## config.mk

```make
export PLATFORM = sky130hd
export DESIGN_NAME = npcm_front_flat
export DESIGN_NICKNAME = d
export VERILOG_FILES = /design/src/rtl/core/npcm_pkg.sv /design/src/rtl/core/npcm_if.sv /design/src/rtl/core/npcm_front.sv /design/src/flat_wrapper.sv
export SDC_FILE = /design/constraint.sdc
export NUM_CORES = 1
export LEC_CHECK = 0
export BUFFER_PORTS_ARGS = -buffer_cell sky130_fd_sc_hd__buf_4
export CAP_MARGIN = 20
export CORE_MARGIN = 8
export CORE_UTILIZATION = 60
export CTS_CLUSTER_SIZE = 30
export DETAILED_ROUTE_END_ITERATION = 16
export GPL_TIMING_DRIVEN = 0
export MAX_ROUTING_LAYER = met4
export PLACE_DENSITY = 0.83
export SLEW_MARGIN = 10
export SYNTH_ARGS = -nofsm -noshare
export SYNTH_HDL_FRONTEND = slang
export SYNTH_SLANG_ARGS = --single-unit
```

## constraint.sdc

```tcl
create_clock -name clk -period 5.97 [get_ports clk]
set_input_delay 0 -clock clk [delete_from_list [all_inputs] [get_ports clk]]
set_output_delay 0 -clock clk [all_outputs]
set_load 0.1 [all_outputs]
```

## src/rtl/core/npcm_pkg.sv

```systemverilog
package npcm_pkg;

    // default number of palette slots
    localparam int PALETTE_DEPTH_DEF = 256;

    // decoupling queue between front and back
    localparam int QUEUE_DEPTH = 4;
    localparam int QPTR_W      = $clog2(QUEUE_DEPTH);

    // word widths
    localparam int COLOR_W = 8;
    localparam int SLOT_W  = 8;
    localparam int COUNT_W = 9;
    localparam int DIST_W  = 18;
    localparam int BEST_W  = 20;
    localparam int SUM_W   = 10;

    // running best starts here, so the first entry always wins
    localparam logic [BEST_W-1:0] START_DIST = BEST_W'(999999);

    // grayscale fallback: (r+g+b)/3/3 == (r+g+b)/9, done as a reciprocal multiply
    localparam int GRAY_DIV    = 3;
    localparam int GRAY_DIV_SQ = GRAY_DIV * GRAY_DIV;
    localparam int GRAY_SHIFT  = 13;
    localparam int GRAY_RECIP  = (1 << GRAY_SHIFT) / GRAY_DIV_SQ + 1;
    localparam int GRAY_PROD_W = GRAY_SHIFT + COLOR_W;

    // configuration port
    localparam int CFG_ADDR_W = 3;
    localparam int CFG_DATA_W = 32;
    localparam logic REG_IDX_PALETTE_COUNT = 1'b0;

    typedef enum logic {
        CMD_LOAD  = 1'b0,
        CMD_PIXEL = 1'b1
    } cmd_t;

    typedef struct packed {
        cmd_t                 kind;
        logic [SLOT_W-1:0]    slot;
        logic [COLOR_W-1:0]   red;
        logic [COLOR_W-1:0]   green;
        logic [COLOR_W-1:0]   blue;
    } npcm_op_t;

    typedef enum logic [1:0] {
        ST_IDLE,
        ST_SCAN,
        ST_FINISH
    } back_state_t;

endpackage

```

## src/rtl/core/npcm_if.sv

```systemverilog
interface npcm_in_if;
    logic       valid;
    logic       ready;
    logic       command;
    logic [7:0] entry_index;
    logic [7:0] red;
    logic [7:0] green;
    logic [7:0] blue;

    modport source (
        output valid,
        output command,
        output entry_index,
        output red,
        output green,
        output blue,
        input  ready
    );

    modport sink (
        input  valid,
        input  command,
        input  entry_index,
        input  red,
        input  green,
        input  blue,
        output ready
    );
endinterface


```

## src/rtl/core/npcm_front.sv

```systemverilog
module npcm_front
    import npcm_pkg::*;
#(
    parameter int PALETTE_DEPTH = PALETTE_DEPTH_DEF
)
(
    input  logic       clk,
    input  logic       rst_n,
    npcm_in_if.sink    pixel_in,
    output npcm_op_t   head_op,
    output logic       head_valid,
    input  logic       head_pop
);

    npcm_op_t            q_mem_reg [QUEUE_DEPTH];
    logic [QPTR_W-1:0]   rd_ptr_reg;
    logic [QPTR_W-1:0]   rd_ptr_next;
    logic [QPTR_W-1:0]   wr_ptr_reg;
    logic [QPTR_W-1:0]   wr_ptr_next;
    logic [QPTR_W:0]     count_reg;
    logic [QPTR_W:0]     count_next;

    npcm_op_t            in_op;
    logic                in_drop;
    logic                accept;
    logic                push;
    logic                pop;

    // classify: loads beyond the palette are dropped here
    always_comb
    begin
        in_op.kind  = cmd_t'(pixel_in.command);
        in_op.slot  = pixel_in.entry_index;
        in_op.red   = pixel_in.red;
        in_op.green = pixel_in.green;
        in_op.blue  = pixel_in.blue;
        in_drop     = (in_op.kind == CMD_LOAD) &&
                      ({1'b0, pixel_in.entry_index} >= COUNT_W'(PALETTE_DEPTH));
    end

    assign pixel_in.ready = (count_reg != (QPTR_W + 1)'(QUEUE_DEPTH));
    assign accept         = pixel_in.valid && pixel_in.ready;
    assign push           = accept && !in_drop;
    assign head_valid     = (count_reg != '0);
    assign pop            = head_pop && head_valid;
    assign head_op        = q_mem_reg[rd_ptr_reg];

    always_comb
    begin
        rd_ptr_next = rd_ptr_reg;
        wr_ptr_next = wr_ptr_reg;
        count_next  = count_reg;
        if (push)
        begin
            wr_ptr_next = wr_ptr_reg + QPTR_W'(1);
        end
        if (pop)
        begin
            rd_ptr_next = rd_ptr_reg + QPTR_W'(1);
        end
        case ({push, pop})
            2'b10:   count_next = count_reg + (QPTR_W + 1)'(1);
            2'b01:   count_next = count_reg - (QPTR_W + 1)'(1);
            default: count_next = count_reg;
        endcase
    end

    always_ff @(posedge clk or negedge rst_n)
    begin
        if (!rst_n)
        begin
            rd_ptr_reg <= '0;
            wr_ptr_reg <= '0;
            count_reg  <= '0;
        end
        else
        begin
            rd_ptr_reg <= rd_ptr_next;
            wr_ptr_reg <= wr_ptr_next;
            count_reg  <= count_next;
        end
    end

    always_ff @(posedge clk)
    begin
        if (push)
        begin
            q_mem_reg[wr_ptr_reg] <= in_op;
        end
    end

`ifndef SYNTHESIS
    a_count_bound: assert property (@(posedge clk) disable iff (!rst_n)
        count_reg <= (QPTR_W + 1)'(QUEUE_DEPTH))
        else $error("queue fill beyond depth");

    a_ptr_consistent: assert property (@(posedge clk) disable iff (!rst_n)
        wr_ptr_reg == rd_ptr_reg + QPTR_W'(count_reg))
        else $error("queue pointers disagree with fill count");

    a_drop_no_fill: assert property (@(posedge clk) disable iff (!rst_n)
        (accept && in_drop && !pop) |=> (count_reg == $past(count_reg)))
        else $error("dropped load entered the queue");
`endif

endmodule

```

## src/flat_wrapper.sv

```systemverilog
// flat-port wrapper written by rule: the top's interface ports become plain ports
module npcm_front_flat import npcm_pkg::*;
#(
    parameter int PALETTE_DEPTH = PALETTE_DEPTH_DEF
)
  (clk, rst_n, head_op, head_valid, head_pop, pixel_in_valid, pixel_in_command, pixel_in_entry_index, pixel_in_red, pixel_in_green, pixel_in_blue, pixel_in_ready);
  npcm_in_if pixel_in_i ();
  input  logic clk;
  input  logic rst_n;
  output npcm_op_t head_op;
  output logic head_valid;
  input  logic head_pop;
  input wire logic [$bits(pixel_in_i.valid)-1:0] pixel_in_valid;
  input wire logic [$bits(pixel_in_i.command)-1:0] pixel_in_command;
  input wire logic [$bits(pixel_in_i.entry_index)-1:0] pixel_in_entry_index;
  input wire logic [$bits(pixel_in_i.red)-1:0] pixel_in_red;
  input wire logic [$bits(pixel_in_i.green)-1:0] pixel_in_green;
  input wire logic [$bits(pixel_in_i.blue)-1:0] pixel_in_blue;
  output wire logic [$bits(pixel_in_i.ready)-1:0] pixel_in_ready;
  assign pixel_in_i.valid = pixel_in_valid;
  assign pixel_in_i.command = pixel_in_command;
  assign pixel_in_i.entry_index = pixel_in_entry_index;
  assign pixel_in_i.red = pixel_in_red;
  assign pixel_in_i.green = pixel_in_green;
  assign pixel_in_i.blue = pixel_in_blue;
  assign pixel_in_ready = pixel_in_i.ready;
  npcm_front #(.PALETTE_DEPTH(PALETTE_DEPTH)) u_core (.clk(clk), .rst_n(rst_n), .pixel_in(pixel_in_i), .head_op(head_op), .head_valid(head_valid), .head_pop(head_pop));
endmodule
```

; ---- Word-level counts from Yosys, hierarchy flattened
; Memory sizes are Yosys's and may differ from the RTL's.
; Cells that the tools add are included.
; Widths: inputs -> output; s select.
[word_totals]
ram_bits = 132
register_bits = 7
output_inout_bits = 35
memories = 1
elab_cells = 18
[classes]
add_sub_neg = 4
n_mux = 3
n_eq_ne = 3
reduce_logical = 4
[mem_list]
columns = memory, words, width, rd, rd_clocked_by_memory_dff, write_ports, line_no
row1 = u_core.q_mem_reg, 4, 33, 1, 0, 1, npcm_front.sv:15  ; npcm_op_t q_mem_reg [QUEUE_DEPTH];
[op_table]
columns = cell, count
row1 = $pmux 3 s2, 1
row2 = $add 2x1->2 const B, 2
row3 = $add 3x1->3 const B, 1
row4 = $ne 3x3->1 const B, 1
row5 = $reduce_bool 3->1, 1
row6 = $sub 3x1->3 const B, 1
row7 = $eq 2x1->1 const B, 1
row8 = $eq 2x2->1 const B, 1
row9 = $logic_and 1x1->1, 2
row10 = $mux 1, 2
row11 = $reduce_bool 2->1, 1

; ---- Longest topological paths before layout
[logic_depth]
depth_word = 4
depth_mapped = 9
ltp_nobuf = 9

; ---- Worst setup path before layout
; Ideal clock, no wire load.
[synth_timing]
path_kind = flip-flop to flip-flop
from = reg u_core.count_reg[0]
to = reg u_core.count_reg[2]
arrival_ns = 2.206
setup_slack_ns = 3.684
t_required_ns = 5.891
path_stages_with_launch = 10
period_less_slack_ns = 2.286
cell_sequence = dfrtp_1 or3b_4 and2_4 inv_1 ha_1 inv_1 fa_1 xor2_1 nor2_1 xor2_1
[synth_between]
elab_chain_len = 4
[synth_rtl]
columns = item, line_no
row1 = from (decl), npcm_front.sv:20  ; logic [QPTR_W:0] count_reg;
row2 = from (signal assigned), npcm_front.sv:80  ; count_reg <= count_next;
row3 = $ne 3x3->1 (*), npcm_front.sv:41  ; assign pixel_in.ready = (count_reg != (QPTR_W + 1)'(QUEUE_DEPTH));
row4 = named net pixel_in_ready, flat_wrapper.sv:19  ; output wire logic [$bits(pixel_in_i.ready)-1:0] pixel_in_ready;
row5 = $logic_and 1x1->1 (*), npcm_front.sv:42  ; assign accept = pixel_in.valid && pixel_in.ready;
row6 = $eq 2x1->1 / $eq 2x2->1 (equally long branches), npcm_front.sv:61  ; case ({push, pop})
row7 = $pmux 3 s2 / $reduce_bool 2->1 (equally long branches), --
; Mark *: on every way through the listed nets, which the timed path passes. The rest lies on a longest branch.
; A chain may end at the register's enable or synchronous reset.

==> results_dict.tcl <==
set metrics [dict create \
    outcome "finished, final reports clean" \
    required_ns 5.97 \
    final_cells 458 \
    viasPerCell 5.53 \
    synthMuxAreaShare_pct 14.8 \
    min_period_ns 2.27 \
    cts_hold_buf 37 \
    ys_ff_latch 139 \
    crit_buf_inv 3 \
    num_rows 34 \
    synthXorXnorAreaFrac_pct 1.01 \
    yosys.area_share.adder_pct 1.59 \
    synth_nets 253 \
    finalHoldViolations 0 \
    firstDrtPassIters 4 \
    die_w_um 109 \
    maxCapViolCount 0 \
    antenna_cells 0 \
    fin_nets 380 \
    antenna_found_initial 0 \
    vias 2535 \
    grtUsageTotal_pct 18.8 \
    dp.cells 389 \
    period_share_pct 38.0 \
    clk_pin_slew_ns 0.06 \
    skew_ns 0.00781 \
    routed_wl_um 9970 \
    worst_pin_slew_ns 0.892 \
    coreArea_um2 8550 \
    yosysWarnings 0 \
    routabilityCongestion 0.681 \
    critPathCaptureType "primary output" \
    dp_hpwl_um 5610 \
    dieHeight_um 109 \
    cts_root_buffer "clkbuf_8" \
    numCtsBuffers 17 \
    clock_latency_ns 0.51 \
    setup_viol 0 \
    crit_path_top_delay_cell "buf_1" \
    drcViolationCount 0 \
    grt_first_pass_wirelength_um 15500 \
    slew_headroom_pct 40.5 \
    syn_inst 210 \
    grt_pass1_vias 2826 \
    drive_gt1_share_pct 42.9 \
    grt_setup_unrepaired "false" \
    synth-simple-area-share_pct 1.25 \
    cts_resized 0 \
    areaGrowthSynthToFinish_pct 31.8 \
    timing.setup.tns_ns 0 \
    max_freq_mhz 441 \
    drt_iter0_drc 96 \
    clk_path_buf_depth 2 \
    path_class "reg -> out" \
    drv_slew 0 \
    synth_top_family_by_area "multiplexers" \
    top_level_ports 72 \
    cp.arrival_ns 2.27 \
    cp_top_family "buffers and inverters" \
    max_stage_delay_ns 0.55 \
    wire_per_inst_um 21.8 \
    avgSynthCellArea_um2 24.7 \
    cp_max_fo 10 \
    cts_sinks 139 \
    grt_max_degree 34 \
    synth_area_um2 5180 \
    largest_reg_flops 132 \
    cts_tree "built" \
    start_util_pct 60.6 \
    cts_max_level 4 \
    port_buffers 71 \
    ys_seq_area_share_pct 79.8 \
    cts_setup_buffers 0 \
    die-area_um2 11900 \
    synth_compound_area_share_pct 0.193 \
    ys_types 20 \
    worst_setup_path_start_kind "register" \
    crit_chain "buf_2 > buf_1 > mux4_2 > buf_4" \
    final_antenna_net_count 0 \
    grt.overflow.total 0 \
    holdCritPathClass "in -> reg" \
]
## final cells by class
type                       count  area (um^2)
inverter                       6         22.5
multi-input combinational     57          978
timing repair buffer         108          903
clock inverter                15          196
tap                          108          135
buffer                         8         45.0
sequential                   139         4140
clock buffer                  17          414
fill                         417         1720
## cell usage after synthesis
cell type | n | area (um^2)
and2_4 | 1 | 8.76
and3_2 | 4 | 30.0
buf_1 | 2 | 7.51
buf_2 | 3 | 15.0
buf_4 | 3 | 22.5
dfrtp_1 | 7 | 175
edfxtp_1 | 132 | 3960
fa_1 | 1 | 20.0
ha_1 | 5 | 62.6
inv_1 | 6 | 22.5
mux2_4 | 1 | 15.0
mux2i_1 | 1 | 10.0
mux4_2 | 33 | 743
nand2_1 | 1 | 3.75
nor2_1 | 1 | 3.75
o31a_2 | 1 | 10.0
or3_2 | 1 | 7.51
or3b_4 | 1 | 11.3
xnor2_1 | 3 | 26.3
xor2_1 | 3 | 26.3
## routing by layer
metal	GRT usage [%]	share of wire [%]	up-vias
li1	-	-	1130
met1	22.4	40	1313
met2	30.4	54	84
met3	5.26	5.5	8
met4	6.26	0.70	0
met5	-	0	-
## path summary, 6_finish.rpt
| path | from | end | slack, ns | cells past startpoint |
|---|---|---|---|---|
| min in group asynchronous | rst_n | u_core.wr_ptr_reg[1]$_DFFE_PN0P_ | 0.47 | 3 |
| hold reg to reg | u_core.count_reg[2]$_DFFE_PN0P_ | u_core.count_reg[2]$_DFFE_PN0P_ | 0.51 | 1 |
| setup reg to reg | u_core.count_reg[0]$_DFFE_PN0P_ | u_core.count_reg[2]$_DFFE_PN0P_ | 3.73 | 9 |
| hold / removal | pixel_in_red[0] | u_core.q_mem_reg[1][16]$_DFFE_PP_ | 0.23 | 2 |
| setup / recovery | u_core.rd_ptr_reg[1]$_DFFE_PN0P_ | head_op[15] | 3.70 | 4 |
| max in group asynchronous | rst_n | u_core.rd_ptr_reg[0]$_DFFE_PN0P_ | 5.23 | 3 |
## placed cells by master (no fill, tap or decap), types with 2 or more instances in the layout
cell type      Yosys  layout
edfxtp_1         132     132
buf_4              3      74
dlygate4sd3_1      0      37
mux4_2            33      33
clkbuf_16          0      16
dfrtp_1            7       7
inv_1              6       6
ha_1               5       5
and3_2             4       4
bufinv_16          0       4
buf_2              3       3
xnor2_1            3       3
xor2_1             3       3
clkinv_2           0       3
clkinvlp_4         0       3
buf_1              2       2
clkinv_4           0       2
inv_6              0       2
## stage by stage
| step | area, um^2 | util [%] | hold WS, ns | worst slack [ns] |
|---|---|---|---|---|
| floorplan | 5180 | - | -0.296 | 3.68 |
| finish | 6830 | 79.9 | 0.229 | 3.70 |
| CTS | 6830 | 79.9 | 0.212 | 3.67 |
| global placement | 5850 | 68.5 | -0.181 | 3.81 |
| detailed placement | 5850 | 68.5 | -0.179 | 3.74 |
| global route | 6830 | 79.9 | 0.215 | 3.58 |
## kinds of logic after synthesis
group	count (synthesis)
compound gates	1
fa+ha+maj	6
simple gates	9
buf+inv	14
mux	35
flops	139
xor+xnor	6
Power is not shown: default switching activity piles up to over one toggle a cycle in this logic, so the estimate is an artifact.
